==> config.mk <==
export PLATFORM = sky130hd
export DESIGN_NAME = traffic_table_with_expiry
export DESIGN_NICKNAME = d
export VERILOG_FILES = /design/src/rtl/ttx_pkg.sv /design/src/rtl/ttx_cell.sv /design/src/rtl/traffic_table_with_expiry.sv
export SDC_FILE = /design/constraint.sdc
export NUM_CORES = 2
export LEC_CHECK = 0
export ABC_AREA = 1
export BUFFER_PORTS_ARGS = -buffer_cell sky130_fd_sc_hd__buf_2
export CORE_MARGIN = 10
export CORE_UTILIZATION = 49
export CTS_CLUSTER_DIAMETER = 50
export CTS_CLUSTER_SIZE = 14
export DETAILED_ROUTE_END_ITERATION = 10
export MAX_ROUTING_LAYER = met4
export PLACE_DENSITY = 0.64
export REMOVE_ABC_BUFFERS = 1
export SYNTH_ARGS = -nofsm -noshare
export SYNTH_HDL_FRONTEND = slang
export SYNTH_HIERARCHICAL = 1
export SYNTH_SLANG_ARGS = --single-unit
==> constraint.sdc <==
create_clock -name i_clk -period 6.05 [get_ports i_clk]
set_input_delay 1.21 -clock i_clk [delete_from_list [all_inputs] [get_ports i_clk]]
set_output_delay 1.21 -clock i_clk [all_outputs]
set_load 0.005 [all_outputs]
==> src/rtl/ttx_pkg.sv <==
package ttx_pkg;

    localparam int ENTRIES = 8;

    localparam int ADDR_W  = 24;
    localparam int TIME_W  = 32;
    localparam int ALT_W   = 16;
    localparam int DIST_W  = 16;
    localparam int EXP_W   = 8;
    localparam int VSEP_W  = 15;
    localparam int LEVEL_W = 2;
    localparam int SLOT_W  = 3;
    localparam int CNT_W   = 4;
    localparam int CFG_A_W = 3;

    localparam logic [CNT_W-1:0] CNT_MAX = '1;

    localparam logic [CFG_A_W-1:0] CFG_OWN_ADDRESS = 3'd0;
    localparam logic [CFG_A_W-1:0] CFG_EXPIRY      = 3'd1;
    localparam logic [CFG_A_W-1:0] CFG_VERT_SEP    = 3'd2;
    localparam logic [CFG_A_W-1:0] CFG_ZONE_URGENT = 3'd3;
    localparam logic [CFG_A_W-1:0] CFG_ZONE_IMPORT = 3'd4;
    localparam logic [CFG_A_W-1:0] CFG_ZONE_LOW    = 3'd5;
    localparam logic [CFG_A_W-1:0] CFG_ALARM_MODE  = 3'd6;

    localparam logic [LEVEL_W-1:0] LEVEL_NONE      = 2'd0;
    localparam logic [LEVEL_W-1:0] LEVEL_LOW       = 2'd1;
    localparam logic [LEVEL_W-1:0] LEVEL_IMPORTANT = 2'd2;
    localparam logic [LEVEL_W-1:0] LEVEL_URGENT    = 2'd3;

    typedef enum logic {
        REQ_REPORT = 1'b0,
        REQ_SWEEP  = 1'b1
    } t_req;

    typedef enum logic [2:0] {
        ST_UPDATED = 3'd0,
        ST_TOOK    = 3'd1,
        ST_OWN     = 3'd2,
        ST_DROPPED = 3'd3,
        ST_SWEEP   = 3'd4
    } t_status;

    // request token walking down the row of slots
    typedef struct packed {
        logic                valid;
        t_req                req_type;
        logic [ADDR_W-1:0]   addr;
        logic [TIME_W-1:0]   now;
        logic [LEVEL_W-1:0]  level;
        logic                done;
        t_status             status;
        logic [SLOT_W-1:0]   slot;
        logic [CNT_W-1:0]    cleared;
    } t_tok;

endpackage

==> src/rtl/ttx_cell.sv <==
module ttx_cell (
    input  logic                          i_clk,
    input  logic                          i_rst_n,
    input  logic                          i_en,
    input  logic [ttx_pkg::EXP_W-1:0]     i_expiry,
    input  logic [ttx_pkg::SLOT_W-1:0]    i_slot,
    input  ttx_pkg::t_tok                 i_tok,
    output ttx_pkg::t_tok                 o_tok
);

    logic [ttx_pkg::ADDR_W-1:0] r_addr;
    logic [ttx_pkg::ADDR_W-1:0] n_addr;
    logic [ttx_pkg::TIME_W-1:0] r_time;
    logic [ttx_pkg::TIME_W-1:0] n_time;
    ttx_pkg::t_tok              r_tok;
    ttx_pkg::t_tok              n_tok;

    logic [ttx_pkg::TIME_W-1:0] w_age;
    logic                       w_expired;
    logic                       w_live;
    logic                       w_match;

    always_comb begin
        w_age     = i_tok.now - r_time;
        w_expired = w_age > {{(ttx_pkg::TIME_W-ttx_pkg::EXP_W){1'b0}}, i_expiry};
        w_live    = r_addr != '0;
        w_match   = r_addr == i_tok.addr;

        n_tok  = i_tok;
        n_addr = r_addr;
        n_time = r_time;

        if (i_tok.valid) begin
            if (i_tok.req_type == ttx_pkg::REQ_SWEEP) begin
                if (!w_live || w_expired) begin
                    n_addr = '0;
                    n_time = '0;
                    if (w_live && i_tok.cleared != ttx_pkg::CNT_MAX) begin
                        n_tok.cleared = i_tok.cleared + 1'b1;
                    end
                end
            end else if (!i_tok.done && (w_match || w_expired)) begin
                n_addr       = i_tok.addr;
                n_time       = i_tok.now;
                n_tok.done   = 1'b1;
                n_tok.status = w_match ? ttx_pkg::ST_UPDATED : ttx_pkg::ST_TOOK;
                n_tok.slot   = i_slot;
            end
        end
    end

    always_ff @(posedge i_clk) begin
        if (!i_rst_n) begin
            r_addr <= '0;
            r_time <= '0;
            r_tok  <= '0;
        end else if (i_en) begin
            r_addr <= n_addr;
            r_time <= n_time;
            r_tok  <= n_tok;
        end
    end

    assign o_tok = r_tok;

endmodule

==> src/rtl/traffic_table_with_expiry.sv <==
// traffic table with expiry: tracks up to ENTRIES aircraft, one slot per cell
// input stream (s side): tuser carries the request type (0 report, 1 sweep
// tick), tdata the report fields. one result per request on the m side.
// config channel: i_cfg_valid with i_cfg_addr (register index) and
// i_cfg_data; always ready, write only while no request is in flight.
// a request token walks the row of slot cells, one cell per cycle while the
// row is not held; the first matching or expired slot takes a report, a tick
// clears empty and expired slots on its way. the token is registered in
// each of the ENTRIES cells, then in the result register behind o_m_tvalid;
// a new request is taken only once the previous token has left the row.
// the result register lets the next request enter while a result waits;
// if the receiver stalls with a result pending and a token reaches the end
// of the row, the whole row holds until the result is taken.
// reset empties every slot (address and time zero) and loads the register
// defaults: own address 0, expiry 5 s, separation 300 m, zones 500, 1000 and
// 2000 m, distance alarms on.
module traffic_table_with_expiry (
    input  logic         i_clk,
    input  logic         i_rst_n,
    input  logic         i_s_tvalid,
    output logic         o_s_tready,
    // other_address, now_seconds, other_altitude, own_altitude, other_distance
    input  logic [103:0] i_s_tdata,
    // req_type
    input  logic [0:0]   i_s_tuser,
    output logic         o_m_tvalid,
    input  logic         i_m_tready,
    // slot_index, alarm_level, cleared_count, zero fill
    output logic [15:0]  o_m_tdata,
    // status
    output logic [2:0]   o_m_tuser,
    input  logic         i_cfg_valid,
    output logic         o_cfg_ready,
    input  logic [ttx_pkg::CFG_A_W-1:0] i_cfg_addr,
    input  logic [23:0]  i_cfg_data
);

    logic [ttx_pkg::ADDR_W-1:0] r_own_address;
    logic [ttx_pkg::EXP_W-1:0]  r_expiry;
    logic [ttx_pkg::VSEP_W-1:0] r_vert_sep;
    logic [ttx_pkg::DIST_W-1:0] r_zone_urgent;
    logic [ttx_pkg::DIST_W-1:0] r_zone_import;
    logic [ttx_pkg::DIST_W-1:0] r_zone_low;
    logic                       r_alarm_mode;

    logic                        r_busy;
    logic                        r_out_valid;
    ttx_pkg::t_status            r_out_status;
    logic [ttx_pkg::SLOT_W-1:0]  r_out_slot;
    logic [ttx_pkg::LEVEL_W-1:0] r_out_level;
    logic [ttx_pkg::CNT_W-1:0]   r_out_cleared;

    logic                        w_accept;
    logic                        w_en;
    logic [ttx_pkg::ADDR_W-1:0]  w_addr;
    logic [ttx_pkg::TIME_W-1:0]  w_now;
    logic [ttx_pkg::ALT_W-1:0]   w_other_alt;
    logic [ttx_pkg::ALT_W-1:0]   w_own_alt;
    logic [ttx_pkg::DIST_W-1:0]  w_dist;
    logic [ttx_pkg::ALT_W:0]     w_gap;
    logic [ttx_pkg::ALT_W:0]     w_mag;
    logic [ttx_pkg::LEVEL_W-1:0] w_level;
    logic                        w_own;
    ttx_pkg::t_req               w_req;
    ttx_pkg::t_tok               w_head;
    ttx_pkg::t_tok               w_tok [ttx_pkg::ENTRIES+1];
    ttx_pkg::t_tok               w_tail;
    logic                        w_stored;

    assign w_accept    = i_s_tvalid && o_s_tready;
    assign o_s_tready  = !r_busy;
    assign o_cfg_ready = 1'b1;

    assign w_addr      = i_s_tdata[23:0];
    assign w_now       = i_s_tdata[55:24];
    assign w_other_alt = i_s_tdata[71:56];
    assign w_own_alt   = i_s_tdata[87:72];
    assign w_dist      = i_s_tdata[103:88];
    assign w_req       = ttx_pkg::t_req'(i_s_tuser[0]);

    // distance alarm from altitude gap and zones
    always_comb begin
        w_gap = {w_other_alt[ttx_pkg::ALT_W-1], w_other_alt}
              - {w_own_alt[ttx_pkg::ALT_W-1], w_own_alt};
        w_mag = w_gap[ttx_pkg::ALT_W] ? (~w_gap + 1'b1) : w_gap;
        priority if (!r_alarm_mode
                     || w_mag >= {{(ttx_pkg::ALT_W+1-ttx_pkg::VSEP_W){1'b0}}, r_vert_sep}) begin
            w_level = ttx_pkg::LEVEL_NONE;
        end else if (w_dist < r_zone_urgent) begin
            w_level = ttx_pkg::LEVEL_URGENT;
        end else if (w_dist < r_zone_import) begin
            w_level = ttx_pkg::LEVEL_IMPORTANT;
        end else if (w_dist < r_zone_low) begin
            w_level = ttx_pkg::LEVEL_LOW;
        end else begin
            w_level = ttx_pkg::LEVEL_NONE;
        end
    end

    always_comb begin
        w_own            = w_addr == r_own_address;
        w_head           = '0;
        w_head.valid     = w_accept;
        w_head.req_type  = w_req;
        w_head.addr      = w_addr;
        w_head.now       = w_now;
        w_head.level     = w_level;
        w_head.slot      = '0;
        w_head.cleared   = '0;
        if (w_req == ttx_pkg::REQ_SWEEP) begin
            w_head.done   = 1'b0;
            w_head.status = ttx_pkg::ST_SWEEP;
        end else if (w_own) begin
            w_head.done   = 1'b1;
            w_head.status = ttx_pkg::ST_OWN;
        end else begin
            w_head.done   = 1'b0;
            w_head.status = ttx_pkg::ST_DROPPED;
        end
    end

    assign w_tok[0] = w_head;

    for (genvar g = 0; g < ttx_pkg::ENTRIES; g++) begin : g_cell
        ttx_cell u_cell (
            .i_clk    (i_clk),
            .i_rst_n  (i_rst_n),
            .i_en     (w_en),
            .i_expiry (r_expiry),
            .i_slot   (ttx_pkg::SLOT_W'(g)),
            .i_tok    (w_tok[g]),
            .o_tok    (w_tok[g+1])
        );
    end

    assign w_tail   = w_tok[ttx_pkg::ENTRIES];
    assign w_en     = !(w_tail.valid && r_out_valid && !i_m_tready);
    assign w_stored = (w_tail.status == ttx_pkg::ST_UPDATED)
                   || (w_tail.status == ttx_pkg::ST_TOOK);

    always_ff @(posedge i_clk) begin
        if (!i_rst_n) begin
            r_own_address <= '0;
            r_expiry      <= 8'd5;
            r_vert_sep    <= 15'd300;
            r_zone_urgent <= 16'd500;
            r_zone_import <= 16'd1000;
            r_zone_low    <= 16'd2000;
            r_alarm_mode  <= 1'b1;
        end else if (i_cfg_valid && o_cfg_ready) begin
            unique case (i_cfg_addr)
                ttx_pkg::CFG_OWN_ADDRESS: r_own_address <= i_cfg_data[ttx_pkg::ADDR_W-1:0];
                ttx_pkg::CFG_EXPIRY:      r_expiry      <= i_cfg_data[ttx_pkg::EXP_W-1:0];
                ttx_pkg::CFG_VERT_SEP:    r_vert_sep    <= i_cfg_data[ttx_pkg::VSEP_W-1:0];
                ttx_pkg::CFG_ZONE_URGENT: r_zone_urgent <= i_cfg_data[ttx_pkg::DIST_W-1:0];
                ttx_pkg::CFG_ZONE_IMPORT: r_zone_import <= i_cfg_data[ttx_pkg::DIST_W-1:0];
                ttx_pkg::CFG_ZONE_LOW:    r_zone_low    <= i_cfg_data[ttx_pkg::DIST_W-1:0];
                ttx_pkg::CFG_ALARM_MODE:  r_alarm_mode  <= i_cfg_data[0];
                default: begin
                end
            endcase
        end
    end

    always_ff @(posedge i_clk) begin
        if (!i_rst_n) begin
            r_busy      <= 1'b0;
            r_out_valid <= 1'b0;
        end else begin
            if (w_accept) begin
                r_busy <= 1'b1;
            end else if (w_en && w_tail.valid) begin
                r_busy <= 1'b0;
            end
            if (w_en && w_tail.valid) begin
                r_out_valid <= 1'b1;
            end else if (i_m_tready) begin
                r_out_valid <= 1'b0;
            end
        end
    end

    always_ff @(posedge i_clk) begin
        if (w_en && w_tail.valid) begin
            r_out_status  <= w_tail.status;
            r_out_slot    <= w_tail.slot;
            r_out_level   <= w_stored ? w_tail.level : ttx_pkg::LEVEL_NONE;
            r_out_cleared <= w_tail.cleared;
        end
    end

    assign o_m_tvalid = r_out_valid;
    assign o_m_tuser  = r_out_status;
    assign o_m_tdata  = {7'b0, r_out_cleared, r_out_level, r_out_slot};

endmodule

==> metrics.txt <==
# TYPE chip_impl_metric gauge
chip_impl_metric{name="cts_hold_buffers",unit=""} 0
chip_impl_info{name="tritoncts",value="built"} 1
chip_impl_metric{name="instances_no_fill",unit=""} 14093
chip_impl_info{name="hold_end",value="r_out_slot[2]"} 1
chip_impl_info{name="root_buffer_cell",value="clkbuf_16"} 1
chip_impl_metric{name="yosys_warnings",unit=""} 6
chip_impl_metric{name="max_clock_freq",unit="GHz"} 0.213
chip_impl_metric{name="detail-route-antenna-nets",unit=""} 0
chip_impl_metric{name="drtPass1Iterations",unit=""} 6
chip_impl_metric{name="cts_htree_levels",unit=""} 4
chip_impl_metric{name="worst_hold_path.num_cells",unit=""} 0
chip_impl_metric{name="post_synth_instance_area",unit="um^2"} 74200
chip_impl_metric{name="peakVddDrop",unit="mV"} 0.279
chip_impl_metric{name="relSlewSlack",unit="%"} 21.3
chip_impl_metric{name="drive_gt1_share",unit="%"} 8.39
chip_impl_metric{name="actual_transition_at_the_worst_max_transition_pin",unit="ps"} 1180
chip_impl_metric{name="design.portCount",unit=""} 159
chip_impl_metric{name="gr-usage-all-layers",unit="%"} 27.8
chip_impl_info{name="timing.setup.critical_path_class",value="reg2reg"} 1
chip_impl_metric{name="finish.net_count",unit=""} 12506
chip_impl_metric{name="cp.arrival",unit="ps"} 5400
chip_impl_metric{name="area_growth",unit="%"} 8.68
chip_impl_metric{name="postcts_setup_bufs",unit=""} 0
chip_impl_metric{name="antenna_found_initial",unit=""} 12
chip_impl_metric{name="synth.avg_cell_area",unit="um^2"} 6.17
chip_impl_metric{name="switching_power",unit="uW"} 6550
chip_impl_metric{name="fill_cells",unit=""} 15568
chip_impl_info{name="crit_path_start_kind",value="flip-flop"} 1
chip_impl_metric{name="std_cell_rows",unit=""} 142
chip_impl_metric{name="syn_inst",unit=""} 12012
chip_impl_metric{name="start_util",unit="%"} 49.4
chip_impl_metric{name="dr.first_iter.drc_count",unit=""} 5232
chip_impl_metric{name="power.share.clock",unit="%"} 41.3
chip_impl_metric{name="tritoncts.num_buffers",unit=""} 136
chip_impl_metric{name="die-area",unit="um^2"} 167000
chip_impl_metric{name="r2r.worst_path.cells",unit=""} 26
chip_impl_metric{name="dp_slack",unit="ps"} 976
chip_impl_metric{name="clkSinkCount",unit=""} 1068
chip_impl_metric{name="power_frac_seq",unit="%"} 37.4
chip_impl_metric{name="dieWidth",unit="um"} 409
chip_impl_metric{name="path_max_fanout",unit=""} 56
chip_impl_metric{name="fp.coreArea",unit="um^2"} 150000
chip_impl_metric{name="viasPerCell",unit=""} 5.17
chip_impl_metric{name="route.final.wire_length",unit="um"} 234000
chip_impl_metric{name="internal_power",unit="uW"} 13400
chip_impl_metric{name="leakagePower",unit="uW"} 0.0395
chip_impl_metric{name="power-per-cell-area",unit="nW/um^2"} 248
chip_impl_metric{name="global_route.overflow_total",unit=""} 0
chip_impl_metric{name="finalMaxSlewViolations",unit=""} 0
chip_impl_metric{name="route.vias.total",unit=""} 72858
chip_impl_metric{name="drc_viols",unit=""} 0
chip_impl_info{name="rr_startpoint",value="g_cell[5].u_cell/o_tok[13]"} 1
chip_impl_info{name="r2r_end",value="g_cell[6].u_cell/r_time[0]"} 1
chip_impl_metric{name="hold_viol_final",unit=""} 0
chip_impl_metric{name="setup_viol",unit=""} 0
chip_impl_metric{name="required",unit="ps"} 6760
chip_impl_metric{name="dp.final_hpwl",unit="um"} 181000
chip_impl_metric{name="rrSetupSlack",unit="ps"} 1360
chip_impl_metric{name="io_buffer_count",unit=""} 150
chip_impl_metric{name="sequential_cell_area",unit="um^2"} 21500
chip_impl_metric{name="min_period",unit="ps"} 4690
chip_impl_metric{name="clock_path_buffers",unit=""} 3
chip_impl_metric{name="largest_net_degree_at_the_start_of_global_routing",unit=""} 194
chip_impl_info{name="hold_path_startpoint",value="g_cell[7].u_cell/o_tok[6]"} 1
chip_impl_metric{name="final.setup.worst_slack",unit="ps"} 1360
chip_impl_metric{name="fp.dieH",unit="um"} 409
chip_impl_metric{name="p_sw_share",unit="%"} 32.8
chip_impl_metric{name="clock_tree_skew_after_final_layout",unit="ps"} 24.8
chip_impl_metric{name="cts_repair_resize_count",unit=""} 0
chip_impl_metric{name="drv_cap",unit=""} 0
chip_impl_metric{name="wire_per_inst",unit="um"} 16.6
chip_impl_info{name="status",value="finished, final reports clean"} 1
chip_impl_metric{name="comb_power_share",unit="%"} 21.4
chip_impl_metric{name="hold-worst-slack",unit="ps"} 430
chip_impl_info{name="worst_hold_path_type",value="reg2reg"} 1
chip_impl_metric{name="clkSlewWorstSetupHoldPaths",unit="ps"} 60
chip_impl_metric{name="postLayoutCoreUtil",unit="%"} 53.7
chip_impl_metric{name="first_pass_grt_wire_length",unit="um"} 372000
chip_impl_metric{name="routabilityCongestion",unit=""} 0.987
chip_impl_metric{name="grt_pass1_vias",unit=""} 67370
chip_impl_metric{name="multi_input_comb_area",unit="um^2"} 43700
chip_impl_metric{name="fin_crit_sh",unit="%"} 77.6
chip_impl_info{name="worstSetupEndpointType",value="flip-flop"} 1
chip_impl_info{name="rsz0062_at_grt",value="false"} 1
chip_impl_metric{name="clk_latency",unit="ps"} 780
chip_impl_metric{name="placed_cells_incl_taps",unit=""} 13841
## state kept, by name, summed over array words and instances (netlist names)
signal,flops
g_cell.u_cell/o_tok,510
g_cell.u_cell/r_addr,192
g_cell.u_cell/r_time,256
o_m_tuser,3
o_m_tvalid,1
r_alarm_mode,1
r_busy,1
r_expiry,8
r_out_cleared,4
r_out_level,2
r_out_slot,3
r_own_address,24
r_vert_sep,15
r_zone_import,16
r_zone_low,16
r_zone_urgent,16
## cell usage in the layout, fill, tap and decap left out, types with 62 or more instances in the layout
cell type / n
a21oi_1: 758
xor2_1: 95
buf_4: 69
nand3_2: 167
o21ai_0: 648
nor4_1: 62
clkbuf_16: 138
nand2_2: 93
nor2_2: 173
inv_1: 1759
nand4_1: 191
nand2_1: 3004
o21ai_1: 72
xnor2_1: 169
ha_1: 397
dfxtp_1: 1053
nor2_1: 1880
nand3_1: 630
buf_2: 149
## power by group through the flow
stage,combinational [uW],clock [uW],sequential (uW)
2_1_floorplan,3090,0,7520
6_report,4270,8240,7460
3_3_place_gp,4180,0,7610
3_5_place_dp,4230,0,7610
4_1_cts,4250,8420,7460
5_1_grt,4890,8710,7480
## worst max path at each step
stage,startpoint,cells past startpoint,end
2_1_floorplan,i_m_tready,5,g_cell[2].u_cell/o_tok[7]
5_1_grt,g_cell[2].u_cell/o_tok[13],25,g_cell[3].u_cell/r_addr[20]
3_5_place_dp,i_s_tdata[24],25,g_cell[0].u_cell/r_addr[13]
6_report,g_cell[5].u_cell/o_tok[13],26,g_cell[6].u_cell/r_time[0]
4_1_cts,g_cell[2].u_cell/o_tok[13],25,g_cell[3].u_cell/r_addr[22]
3_3_place_gp,i_s_tdata[24],26,g_cell[0].u_cell/r_time[3]
## final cells by class
type,instances,share of cell area (%)
Antenna cell,11,0.0341
Clock buffer,161,4.52
Clock inverter,80,1.16
Inverter,1829,8.53
Multi-Input combinational cell,8701,54.2
Sequential cell,1068,26.7
Tap cell,2016,3.13
Timing Repair Buffer,227,1.79
## metal layers
layer / track usage, % / routed length (um) / up-vias
li1: - / - / 37574
met1: 34.9 / 105000 / 33311
met2: 46.2 / 111000 / 1589
met3: 3.20 / 10500 / 384
met4: 9.60 / 8090 / 0
met5: - / 0 / -
## stage by stage
| stage | power (uW) | TNS [ps] | instance area (um^2) |
|---|---|---|---|
| final | 20000 | 0 | 80600 |
| after detailed placement | 11800 | 0 | 76000 |
| after CTS | 20100 | 0 | 80600 |
| after floorplan | 10600 | -8451420 | 72000 |
| after global routing | 21100 | 0 | 80600 |
| after global placement | 11800 | 0 | 76000 |
## critical path, cell delays in order, from the launching register on
cell     delay (ps)
dfxtp_1         320
inv_1            80
ha_1            240
fa_1            420
inv_1           140
nand2_1          70
nand3_1         180
xor2_1          290
ha_1            290
nand2_1          80
nor2_1           50
nor2_1           80
nand2_1          60
nand2_1         130
nand2_1         140
nor2_1          120
nand3_1          80
nor2_1          100
nand3_1          80
nor2_1          240
nand3_1         260
nand2_1         140
nand2_1          70
nand2_2          70
buf_4           530
o21ai_0         180
nor2_1          130
Note: power is estimated with default switching activity, not from simulation.
